### config.mk
export PLATFORM = sky130hd
export DESIGN_NAME = oal_cell
export DESIGN_NICKNAME = d
export VERILOG_FILES = /design/src/oal_pkg.sv /design/src/oal_cell.sv
export SDC_FILE = /design/constraint.sdc
export NUM_CORES = 1
export LEC_CHECK = 0
export ABC_AREA = 1
export BUFFER_PORTS_ARGS = -buffer_cell sky130_fd_sc_hd__buf_2
export CORE_ASPECT_RATIO = 0.7
export CORE_MARGIN = 8
export CORE_UTILIZATION = 38
export CTS_CLUSTER_DIAMETER = 30
export DETAILED_ROUTE_END_ITERATION = 10
export GPL_TIMING_DRIVEN = 0
export PLACE_DENSITY = 0.86
export SLEW_MARGIN = 10
export SYNTH_ARGS = -nofsm -noshare
export SYNTH_HDL_FRONTEND = slang
export SYNTH_SLANG_ARGS = --single-unit
export TNS_END_PERCENT = 100
### constraint.sdc
create_clock -name clk_i -period 1.45 [get_ports clk_i]
set_input_delay 0 -clock clk_i [delete_from_list [all_inputs] [get_ports clk_i]]
set_output_delay 0 -clock clk_i [all_outputs]
set_load 0.05 [all_outputs]
### src/oal_pkg.sv
// ----------------------------------------------------------------------------
// Ordered array list package
// Shared widths, request and status codes, and the cell control word.
// ----------------------------------------------------------------------------
package oal_pkg;

  localparam int unsigned DepthDef      = 64;
  localparam int unsigned ValueWidthDef = 32;

  localparam int unsigned PosW    = 6;
  localparam int unsigned StatusW = 3;
  localparam int unsigned FoundW  = 6;
  localparam int unsigned CountW  = 7;

  typedef enum logic [1:0] {
    KIND_INSERT = 2'd0,
    KIND_DELETE = 2'd1,
    KIND_FIND   = 2'd2,
    KIND_CLEAR  = 2'd3
  } oal_kind_e;

  typedef enum logic [StatusW-1:0] {
    ST_OK       = 3'd0,
    ST_FULL     = 3'd1,
    ST_BADPOS   = 3'd2,
    ST_EMPTY    = 3'd3,
    ST_NOTFOUND = 3'd4
  } oal_status_e;

  typedef enum logic [1:0] {
    OP_HOLD   = 2'd0,
    OP_INSERT = 2'd1,
    OP_DELETE = 2'd2,
    OP_FIND   = 2'd3
  } oal_op_e;

  // Broadcast to every cell in the row.
  typedef struct packed {
    oal_op_e         op;
    logic [PosW-1:0] pos;
  } oal_ctrl_t;

endpackage

### src/oal_cell.sv
// ----------------------------------------------------------------------------
// Ordered array list cell
// Holds one list entry; shifts to or from its neighbors and compares.
// ----------------------------------------------------------------------------
module oal_cell import oal_pkg::*; #(
  parameter int unsigned IDX         = 0,
  parameter int unsigned VALUE_WIDTH = ValueWidthDef
) (
  input  logic                   clk_i,
  input  oal_ctrl_t              ctrl_i,
  input  logic [VALUE_WIDTH-1:0] value_i,
  input  logic [VALUE_WIDTH-1:0] left_i,
  input  logic [VALUE_WIDTH-1:0] right_i,
  input  logic                   valid_i,
  output logic [VALUE_WIDTH-1:0] data_o,
  output logic                   match_o
);

  logic [VALUE_WIDTH-1:0] data_q, data_d;
  logic                   match_q, match_d;
  logic                   at_pos, above_pos;

  assign at_pos    = (32'(ctrl_i.pos) == IDX);
  assign above_pos = (IDX > 32'(ctrl_i.pos));

  always_comb begin
    data_d  = data_q;
    match_d = match_q;
    unique case (ctrl_i.op)
      OP_INSERT: begin
        if (above_pos) begin
          data_d = left_i;
        end else if (at_pos) begin
          data_d = value_i;
        end
      end
      OP_DELETE: begin
        if (above_pos || at_pos) begin
          data_d = right_i;
        end
      end
      OP_FIND: begin
        match_d = valid_i && (data_q == value_i);
      end
      default: ;
    endcase
  end

  always_ff @(posedge clk_i) begin
    data_q  <= data_d;
    match_q <= match_d;
  end

  assign data_o  = data_q;
  assign match_o = match_q;

endmodule

**After elaboration in Yosys (flattened, before gate mapping)**

Index checks and enable logic that the tools add are counted.
Widths: inputs -> output; s select.

- Eq/ne operators: 6
- Muxes and demuxes: 3
- Reduce and logical (&&, ||, !) cells: 4

Operator list:

| cell | count |
|---|---|
| $mux 32 | 2 |
| $pmux 32 s2 | 1 |
| $eq 32x32->1 | 1 |
| $logic_not 6->1 | 1 |
| $eq 2x2->1 const B | 2 |
| $ne 2x2->1 const B | 2 |
| $reduce_and 3->1 | 1 |
| $eq 2x1->1 const B | 1 |
| $reduce_bool 2->1 | 1 |
| $logic_and 1x1->1 | 1 |

- Bits in registers: 33
- Bits of input ports: 106

**Depth between registers and ports, before layout**

Gate-level depths: netlist of the first run.

- Word-level depth: 3
- Depth in mapped cells: 8
- Gate-level depth less buffers: 8

**Worst setup path before layout of the first run**

No wires, ideal clock.

- Path kind: input port to flip-flop
- Start point: input port ctrl_i[3] (netlist bit)
- End point: register data_q[0], in the netlist data_o[0] (enable)
- Arrival: 1,093 ps
- Data required time: 1,058 ps
- Path slack: -35 ps
- Stages on the path: 2
- Cells stage by stage: nor4_1 > and3_1

- Word-level cells in the longest chain between the ends: 3
- Elaborated cells between the ends (all ways): 4
- Those cells by class: eq/ne: 2; reduce/logical: 2

Ends and longest elaborated chain:

| item | RTL line | source |
|---|---|---|
| start, declared | oal_cell.sv:10 | `input oal_ctrl_t ctrl_i,` |
| $logic_not 6->1 (*) | oal_cell.sv:23 | `assign at_pos = (32'(ctrl_i.pos) == IDX);` |
| $ne 2x2->1 (no line) | n/a |  |
| $reduce_and 3->1 (no line) (*) | n/a |  |
| end signal, assigned | oal_cell.sv:50 | `data_q <= data_d;` |
| end, declared | oal_cell.sv:19 | `logic [VALUE_WIDTH-1:0] data_q, data_d;` |

Every way passes the cells marked *; elsewhere a longest branch is shown, timed or not.
A chain may end at the register's enable or synchronous reset.

**Final worst setup path of the first run**

- Start point: register data_q[19], in the netlist data_o[19]
- End point: register match_q, in the netlist match_o, data pin

- Word-level cells in the longest chain between the ends: 2

Ends and longest elaborated chain:

| item | RTL line | source |
|---|---|---|
| $eq 32x32->1 | oal_cell.sv:43 | `match_d = valid_i && (data_q == value_i);` |
| $logic_and 1x1->1 | oal_cell.sv:43 |  |
| end signal, assigned | oal_cell.sv:51 | `match_q <= match_d;` |
| end, declared | oal_cell.sv:20 | `logic match_q, match_d;` |

No other way between the ends.

==> reports/metrics.cfg, run 1 <==
[synth]
synth_nets = 343
synth_top_cell_area_share = 0.485
yosysMostFrequentCell = nand2_1
yosys-top-cells-count = 66 x nand2_1, 42 x inv_1, 37 x nor2_1
syn_inst = 237
ys_types = 19
synth-compound-area-share = 0.0821
ys_seq_area_frac = 0.485
async_reset_ff_frac = 0
synthTopCellsByArea = edfxtp_1 48%, nand2_1 12%, inv_1 7.7%, nor2_1 6.8%, mux2_4 5.9%
synthesis.area_um2 = 2040
synthMuxAreaShare = 0.0808
synth_xor_area_frac = 0.0429
yosys.area.top_type = edfxtp_1
synth-edff-count = 33
synth_ff_type = edfxtp_1
synthAdderAreaFrac = 0
synth_top_family_by_area = simple AND/OR/NAND/NOR gates
synth_seq_cells = 33
ys_warn_count = 0
avgSynthCellArea_um2 = 8.62
synthSimpleGateAreaFrac = 0.211

[clock_network]
clkTransAtPathRegs_ns = 0.06
cts_setup_buffers = 0
cts-root-buf = clkbuf_8
hold_buffers = 0
clock_latency_ns = 0.28
cts_buffer_depth = 2
cts-resized-gates = 0
h-tree-depth = 2
cts_buffers = 5
clock-sinks = 33
cts_tree = built

[critical_path]
cp-startpoint = data_o[19]
path_class = register to register
cp-end-kind = register
rrSetupSlack_ns = 0.23
crit_end = match_o
cp_max_fo = 3
crit_path_start_kind = register
timing.rr.end = match_o
r2r_start = data_o[19]
reg2reg_depth = 8
crit_required_ns = 1.59
critPathArrivalTime_ns = 1.36

[cells_and_area]
area_delta_synth_final_pct = 34.2
finalNetCount = 456
antennaDiodeCount = 0
drive_above_1_share = 0.406
finalNonFillerCells = 422

[global_route]
grt_overflow_total = 0
antenna_found_initial = 0
gr-usage-all-layers = 0.143
grt_max_degree = 33
grt_pass1_wl_mm = 9.33
grt_pass1_vias = 1986

[sta]
period_share = 0.844
rsz0062_at_grt = no
final_critical_path_setup_slack_ns = 0.226
fmax_mhz = 817
slew_violations = 0
finalHoldViolCount = 0
slew_headroom = 0.500
worstMarginPinSlew_ns = 0.750
finalCriticalPeriod_ns = 1.22
finClkSkew_ns = 0.00281
setup_viol = 0

[detailed_routing]
dr.pass1.iters = 6
num_vias = 1869
antenna_left = 0
drt-initial-drc-count = 69
via_per_inst = 4.43
drc_errors = 0
drt_wl_total_mm = 5.88
drt-wirelength-per-cell_um = 13.9

[placement]
routabilityCongestion = 0.753
dp.cells = 415
place_hpwl_mm = 4.83
portBuffers = 106
dp_worst_setup_slack_ns = -0.0507

[floorplanning]
coreArea_um2 = 5200
start_util = 0.393
die_w_um = 104
io_pins = 139
num_rows = 22
die_h_um = 77.4
dieArea_um2 = 8020

[pwr]
netSwitchingPower_uw = 510
p_clk_frac = 0.309
combPwrFrac = 0.175
intPower_mw = 1.56
p_seq_frac = 0.516
ir_drop_mv = 0.450
powerDensity_nw_per_um2 = 757
p_leak_nw = 1.42
sw_frac_of_total = 0.246

[flow_run]
maxCapViolations = 0

[hold_path]
min_path_type = input pin to register

[run_status]
status = complete, no violations

[sequential cells by signal, summed over array words and instances (netlist names)]
name	flops
match_o	1
data_o	32
[cells by family after synthesis]
family                    after synthesis
AOI/OAI and AO/OA                      24
buffers and inverters                  47
and+or+nand+nor                       111
muxes                                  12
DFF                                    33
xor gates and xnor gates               10
[worst max-delay path, stage by stage, from the launching register on]
cell and delay [ns]:
edfxtp_1 0.37, inv_1 0.05, nand2_1 0.09, nand2_1 0.06, nor2_1 0.09, nand2_1 0.08
nor2_1 0.15, nand3_1 0.10, nor2_1 0.10
[power groups by stage]
stage / combinational, mW / clock (mW) / sequential (mW)
after floorplan: 0.182 / 0 / 1.12
after global placement: 0.351 / 0 / 1.09
after detailed placement: 0.365 / 0 / 1.09
after CTS: 0.366 / 0.663 / 1.07
after global routing: 0.401 / 0.691 / 1.07
final: 0.363 / 0.641 / 1.07
[through the flow]
stage                     setup TNS [ns]  hold slack [ns]  utilization  area (um^2)  power [mW]
final                                  0           0.0247        0.527         2740        2.07
after CTS                              0           0.0194        0.527         2740        2.10
after floorplan                        0            0.206            -         2040        1.30
after detailed placement           -1.52            0.308        0.512         2670        1.46
after global placement            -0.714            0.301        0.512         2670        1.44
after global routing                   0           0.0188        0.527         2740        2.16
[cell type report]
cell class / instances / area, um^2
fill: 473 / 2460
sequential: 33 / 991
multi-input combinational: 157 / 852
timing repair buffer: 106 / 531
inverter: 42 / 158
tap: 72 / 90.1
clock buffer: 6 / 72.6
buffer: 5 / 43.8
clock inverter: 1 / 3.75
[worst min-delay path by stage]
stage | startpoint | endpoint | slack [ns] | depth (start not counted)
3_3_place_gp | right_i[22] | data_o[22] | 0.30 | 2
5_1_grt | right_i[13] | data_o[13] | 0.02 | 2
2_1_floorplan | ctrl_i[7] | match_o | 0.21 | 2
6_report | right_i[30] | data_o[30] | 0.02 | 2
4_1_cts | right_i[26] | data_o[26] | 0.02 | 2
3_5_place_dp | right_i[26] | data_o[26] | 0.31 | 2
[placed cells by master, fill, tap and decap left out]
cell type and count:
nor3_1 2, inv_1 42, and3_2 1, mux2_2 4
a21oi_1 8, nand2_2 1, a21oi_2 12, o21ai_0 3
clkinv_1 1, nand2_1 66, clkbuf_1 1, edfxtp_1 33
buf_2 108, buf_6 3, nor4_1 1, nor2_1 37
mux2_4 8, clkbuf_8 5, xnor2_1 7, xor2_1 3
nand3_1 3, o211ai_1 1
[per-layer routing]
| metal | part of all wire | global-route usage | wire (um) |
|---|---|---|---|
| met1 | 0.45 | 0.168 | 2650 |
| met4 | 0.011 | 0.0540 | 62 |
| met3 | 0.058 | 0.0371 | 344 |
| met5 | 0 | 0 | 0 |
| met2 | 0.48 | 0.248 | 2830 |
Note: power is estimated with default switching activity, not from simulation.
==> run 2, diff against run 1 <==
==> constraint.sdc (replaced) <==
create_clock -name clk_i -period 1 [get_ports clk_i]
set_input_delay 0 -clock clk_i [delete_from_list [all_inputs] [get_ports clk_i]]
set_output_delay 0 -clock clk_i [all_outputs]
set_load 0.05 [all_outputs]
==> run 2 against run 1 <==
The run now ends with negative setup slack left. Critical path type unchanged. Power rose by 46%. Flip-flop and latch count unchanged. Core utilization rose by 2.1 points. Maximum frequency barely moved. Non-clock buffer count is 4 higher. Register-to-register slack lost 0.45 ns. Largest cell class unchanged. Count of clock-buffer cells in the layout unchanged. Combinational power increased by 51%. Sequential power is 45% higher.
==> reports/metrics.cfg, run 2 (synthesized netlist as in run 1, its figures left out) <==
[run_status]
status = finished with violations
violations = negative setup slack

[pwr]
combPwrFrac = 0.181
netSwitchingPower_uw = 749
p_seq_frac = 0.513
sw_frac_of_total = 0.247
ir_drop_mv = 0.643
powerDensity_nw_per_um2 = 1060
p_leak_nw = 1.45
intPower_mw = 2.28
p_clk_frac = 0.306

[detailed_routing]
antenna_left = 0
dr.pass1.iters = 4
drt_wl_total_mm = 6.19
drt-initial-drc-count = 61
num_vias = 1954
drt-wirelength-per-cell_um = 14.5
drc_errors = 0
via_per_inst = 4.58

[floorplanning]
dieArea_um2 = 8020
io_pins = 139
start_util = 0.393
die_h_um = 77.4
num_rows = 22
die_w_um = 104
coreArea_um2 = 5200

[cells_and_area]
area_delta_synth_final_pct = 39.5
finalNonFillerCells = 427
antennaDiodeCount = 0
final_area_um2 = 2850
layout_common_cells = 104 x buf_2, 62 x nand2_1, 42 x inv_1, 34 x nor2_1, 33 x edfxtp_1
drive_above_1_share = 0.439
final_common_cell = buf_2
finalNetCount = 461
fillCellCount = 486
largest_register_ffs = 32
utilization = 0.548

[sta]
hold_slack_ns = 0.0216
rsz0062_at_grt = yes
final_critical_path_setup_slack_ns = -0.224
finalHoldViolCount = 0
period_share = 1.22
worstMarginPinSlew_ns = 0.394
fmax_mhz = 817
setup_viol = 2
slew_violations = 0
slew_headroom = 0.735
finClkSkew_ns = 0.00286
finalCriticalPeriod_ns = 1.22

[hold_path]
min_path_type = input pin to register
worstHoldStart = right_i[16]
hold-path-endpoint = data_o[16]
min_delay_path_depth = 2

[clock_network]
cts-root-buf = clkbuf_8
h-tree-depth = 2
cts_buffers = 5
clock-sinks = 33
cts_buffer_depth = 2
clkTransAtPathRegs_ns = 0.07
clock_latency_ns = 0.27
cts_tree = built

[critical_path]
r2r_start = data_o[21]
critPathArrivalTime_ns = 1.36
cp-end-kind = register
path_class = register to register
reg2reg_depth = 8
crit_path_start_kind = register
crit_required_ns = 1.13
timing.rr.end = match_o
rrSetupSlack_ns = -0.22
cp_max_fo = 3

[global_route]
grt_pass1_wl_mm = 9.81
grt_pass1_vias = 2101
grt_overflow_total = 0
gr-usage-all-layers = 0.150
grt_max_degree = 33
antenna_found_initial = 0

[placement]
routabilityCongestion = 0.752
place_hpwl_mm = 4.84
dpl_cell_area_um2 = 2680
dp.cells = 415
portBuffers = 106
dp_worst_setup_slack_ns = -0.276

[flow_run]
maxCapViolations = 0

[run 2: worst max path at each step]
stage	start	endpoint	depth (start not counted)
detailed placement	ctrl_i[3]	data_o[29]	3
CTS	data_o[31]	match_o	7
floorplan	data_o[27]	match_o	8
global route	data_o[7]	match_o	7
global placement	ctrl_i[3]	data_o[19]	3
finish	data_o[21]	match_o	8
[run 2: per-layer routing]
layer | track usage | vias to the layer above | share of wire
met4 | 0.0613 | 0 | 0.019
met3 | 0.0437 | 11 | 0.059
met2 | 0.245 | 64 | 0.47
li1 | - | 982 | -
met5 | 0 | - | 0
met1 | 0.182 | 897 | 0.45
[run 2: per-stage QoR]
step / TNS, ns / total power [mW]
finish: -0.238 / 3.03
floorplan: -0.345 / 1.88
global placement: -9.73 / 2.10
CTS: -0.246 / 3.04
global route: -0.429 / 3.17
detailed placement: -10.19 / 2.12
[run 2: area by class of cell]
cell class	instances	area (um^2)	area share
Buffer	5	43.8	0.0154
Multi-Input combinational cell	158	910	0.319
Clock buffer	6	72.6	0.0255
Timing Repair Buffer	110	582	0.204
Sequential cell	33	991	0.348
Clock inverter	1	3.75	0.00132
Tap cell	72	90.1	0.0316
Inverter	42	158	0.0553
[run 2: worst max-delay path: stages (launching register included)]
cell	delay, ns
edfxtp_1	0.37
inv_1	0.06
nand2_2	0.09
nand2_2	0.06
nor2_4	0.10
nand2_1	0.06
nor2_1	0.13
nand3_2	0.10
nor2_2	0.11
[run 2: power groups by stage]
stage          clock network, mW  registers (mW)  logic, mW
3_5_place_dp                   0            1.58      0.535
4_1_cts                    0.949            1.55      0.542
2_1_floorplan                  0            1.62      0.266
5_1_grt                     1.01            1.55      0.607
6_report                   0.927            1.55      0.547
3_3_place_gp                   0            1.58      0.516
[run 2: what timing repair did]
item / CTS / global route
endpoints found under the setup margin: 1 / 36
pin swaps: 11 / 7
setup buffers: 2 / 2
gates resized for setup: 9 / 11
cloned: 0 / 1
endpoints found under the hold margin: 0 / 0
hold buffers: 0 / 0
==> run 3, diff against run 2 <==
--- a/config.mk
+++ b/config.mk
@@ -9,11 +9,12 @@
 export BUFFER_PORTS_ARGS = -buffer_cell sky130_fd_sc_hd__buf_2
 export CORE_ASPECT_RATIO = 0.7
 export CORE_MARGIN = 8
-export CORE_UTILIZATION = 38
+export CORE_UTILIZATION = 39
+export CTS_BUF_LIST = sky130_fd_sc_hd__clkbuf_4 sky130_fd_sc_hd__clkbuf_8
 export CTS_CLUSTER_DIAMETER = 30
 export DETAILED_ROUTE_END_ITERATION = 10
 export GPL_TIMING_DRIVEN = 0
-export PLACE_DENSITY = 0.86
+export PLACE_DENSITY = 0.88
 export SLEW_MARGIN = 10
 export SYNTH_ARGS = -nofsm -noshare
 export SYNTH_HDL_FRONTEND = slang
==> run 3 against run 2 <==
The flow still finishes with violations (negative setup slack). Largest power group unchanged. Global-route usage shrank 0.44 points. Critical endpoint unchanged. Critical path depth down 1. Count of clock-buffer cells in the layout rose by 2. Sequential power barely moved. Sequential share of layout area up 0.50 points.
==> reports/metrics.cfg, run 3 (synthesized netlist as in run 1, its figures left out) <==
[global_route]
grt_overflow_total = 0
antenna_found_initial = 0
gr-usage-all-layers = 0.145
grt_pass1_wl_mm = 8.90
grt_pass1_vias = 1922
grt_max_degree = 33

[detailed_routing]
via_per_inst = 4.44
antenna_left = 0
drt_wl_total_mm = 5.89
num_vias = 1888
drt-wirelength-per-cell_um = 13.9
drt-initial-drc-count = 62
drc_errors = 0
dr.pass1.iters = 4

[pwr]
powerDensity_nw_per_um2 = 1110
netSwitchingPower_uw = 751
p_seq_frac = 0.496
finalPower_mw = 3.13
combPwrFrac = 0.171
sw_frac_of_total = 0.240
p_clk_frac = 0.333
p_leak_nw = 1.44
intPower_mw = 2.38
ir_drop_mv = 0.617

[clock_network]
cts-root-buf = clkbuf_8
clock-sinks = 33
clock_latency_ns = 0.28
clkTransAtPathRegs_ns = 0.07
cts_buffers = 5
cts_buffer_depth = 2
h-tree-depth = 2
cts_tree = built

[flow_run]
maxCapViolations = 0

[placement]
dp_worst_setup_slack_ns = -0.266
routabilityCongestion = 0.798
place_hpwl_mm = 4.68
portBuffers = 106
dpl_cell_area_um2 = 2680

[floorplanning]
io_pins = 139
die_h_um = 76.6
num_rows = 22
dieArea_um2 = 7850
coreArea_um2 = 5150
die_w_um = 103
start_util = 0.397

[cells_and_area]
largest_register_ffs = 32
final_common_cell = buf_2
drive_above_1_share = 0.433
finalNetCount = 458
layout_common_cells = 108 x buf_2, 65 x nand2_1, 42 x inv_1, 35 x nor2_1, 33 x edfxtp_1
antennaDiodeCount = 0
final_area_um2 = 2810
fillCellCount = 513
area_delta_synth_final_pct = 37.5

[sta]
finalCriticalPeriod_ns = 1.24
rsz0062_at_grt = yes
setup_viol = 1
fmax_mhz = 807
slew_headroom = 0.818
slew_violations = 0
period_share = 1.24
finalHoldViolCount = 0
final_critical_path_setup_slack_ns = -0.239
finClkSkew_ns = 0.00335
worstMarginPinSlew_ns = 0.271
hold_slack_ns = 0.0202

[critical_path]
cp-end-kind = register
r2r_start = data_o[23]
cp-startpoint = data_o[23]
crit_required_ns = 1.04
crit_path_start_kind = register
path_class = register to register
critPathArrivalTime_ns = 1.28
cp_max_fo = 3
reg2reg_depth = 7

[hold_path]
worstHoldStart = right_i[13]
min_path_type = input pin to register
min_delay_path_depth = 2

[run_status]
violations = negative setup slack
status = finished with violations

-- run 3: cell count changes in the layout (fill, tap and decap cells not counted), moves of 2 or more --
cell,before,now
nand2_1,62,65
nand2_2,5,2
buf_6,6,3
buf_4,4,1
buf_2,104,108
clkbuf_4,1,3
-- run 3: routing by layer --
metal  vias up  global-route usage  share of wire
met4         0              0.0482         0.0097
met2        57               0.246           0.48
li1        975                   -              -
met5         -                   0              0
met1       851               0.177           0.44
met3         5              0.0292          0.062
-- run 3: layout make-up --
type | instances | area [um^2] | area share
buffer | 5 | 43.8 | 0.0156
clock buffer | 8 | 91.3 | 0.0325
inverter | 42 | 158 | 0.0561
multi-input combinational | 158 | 898 | 0.320
sequential | 33 | 991 | 0.353
tap | 72 | 90.1 | 0.0321
timing repair buffer | 107 | 538 | 0.191
-- run 3: worst paths after layout --
check               endpoint  slack, ns
hold reg to reg      match_o       0.80
setup reg to reg     match_o      -0.24
hold / removal    data_o[13]       0.02
setup / recovery     match_o      -0.24
-- run 3: power by group through the flow --
stage	clock network [mW]	logic, mW	registers, mW
2_1_floorplan	0	0.266	1.62
6_report	1.04	0.537	1.55
5_1_grt	1.14	0.596	1.55
3_5_place_dp	0	0.532	1.58
4_1_cts	1.07	0.538	1.55
3_3_place_gp	0	0.514	1.58
-- run 3: stage by stage --
stage                     std cells  utilization  TNS [ns]
after floorplan                 237            -    -0.345
after global routing            425        0.546    -0.322
after CTS                       423        0.541    -0.231
after global placement          415        0.521     -9.39
final                           425        0.546    -0.239
after detailed placement        415        0.521    -10.20
-- run 3: repair_timing --
action / 4_1_cts / 5_1_grt
setup endpoints to repair: 1 / 27
gates cloned: 0 / 1
setup buffers: 0 / 1
hold buffers: 0 / 0
pin swaps: 11 / 5
gates resized for setup: 6 / 2
-- run 3: critical path, stage by stage, from the launching register on --
cell and delay (ns):
edfxtp_1 0.41, buf_4 0.16, o21ai_2 0.13, nor2_1 0.06
nand2_1 0.06, nor2_1 0.04, nand3_1 0.09, nor2_1 0.06
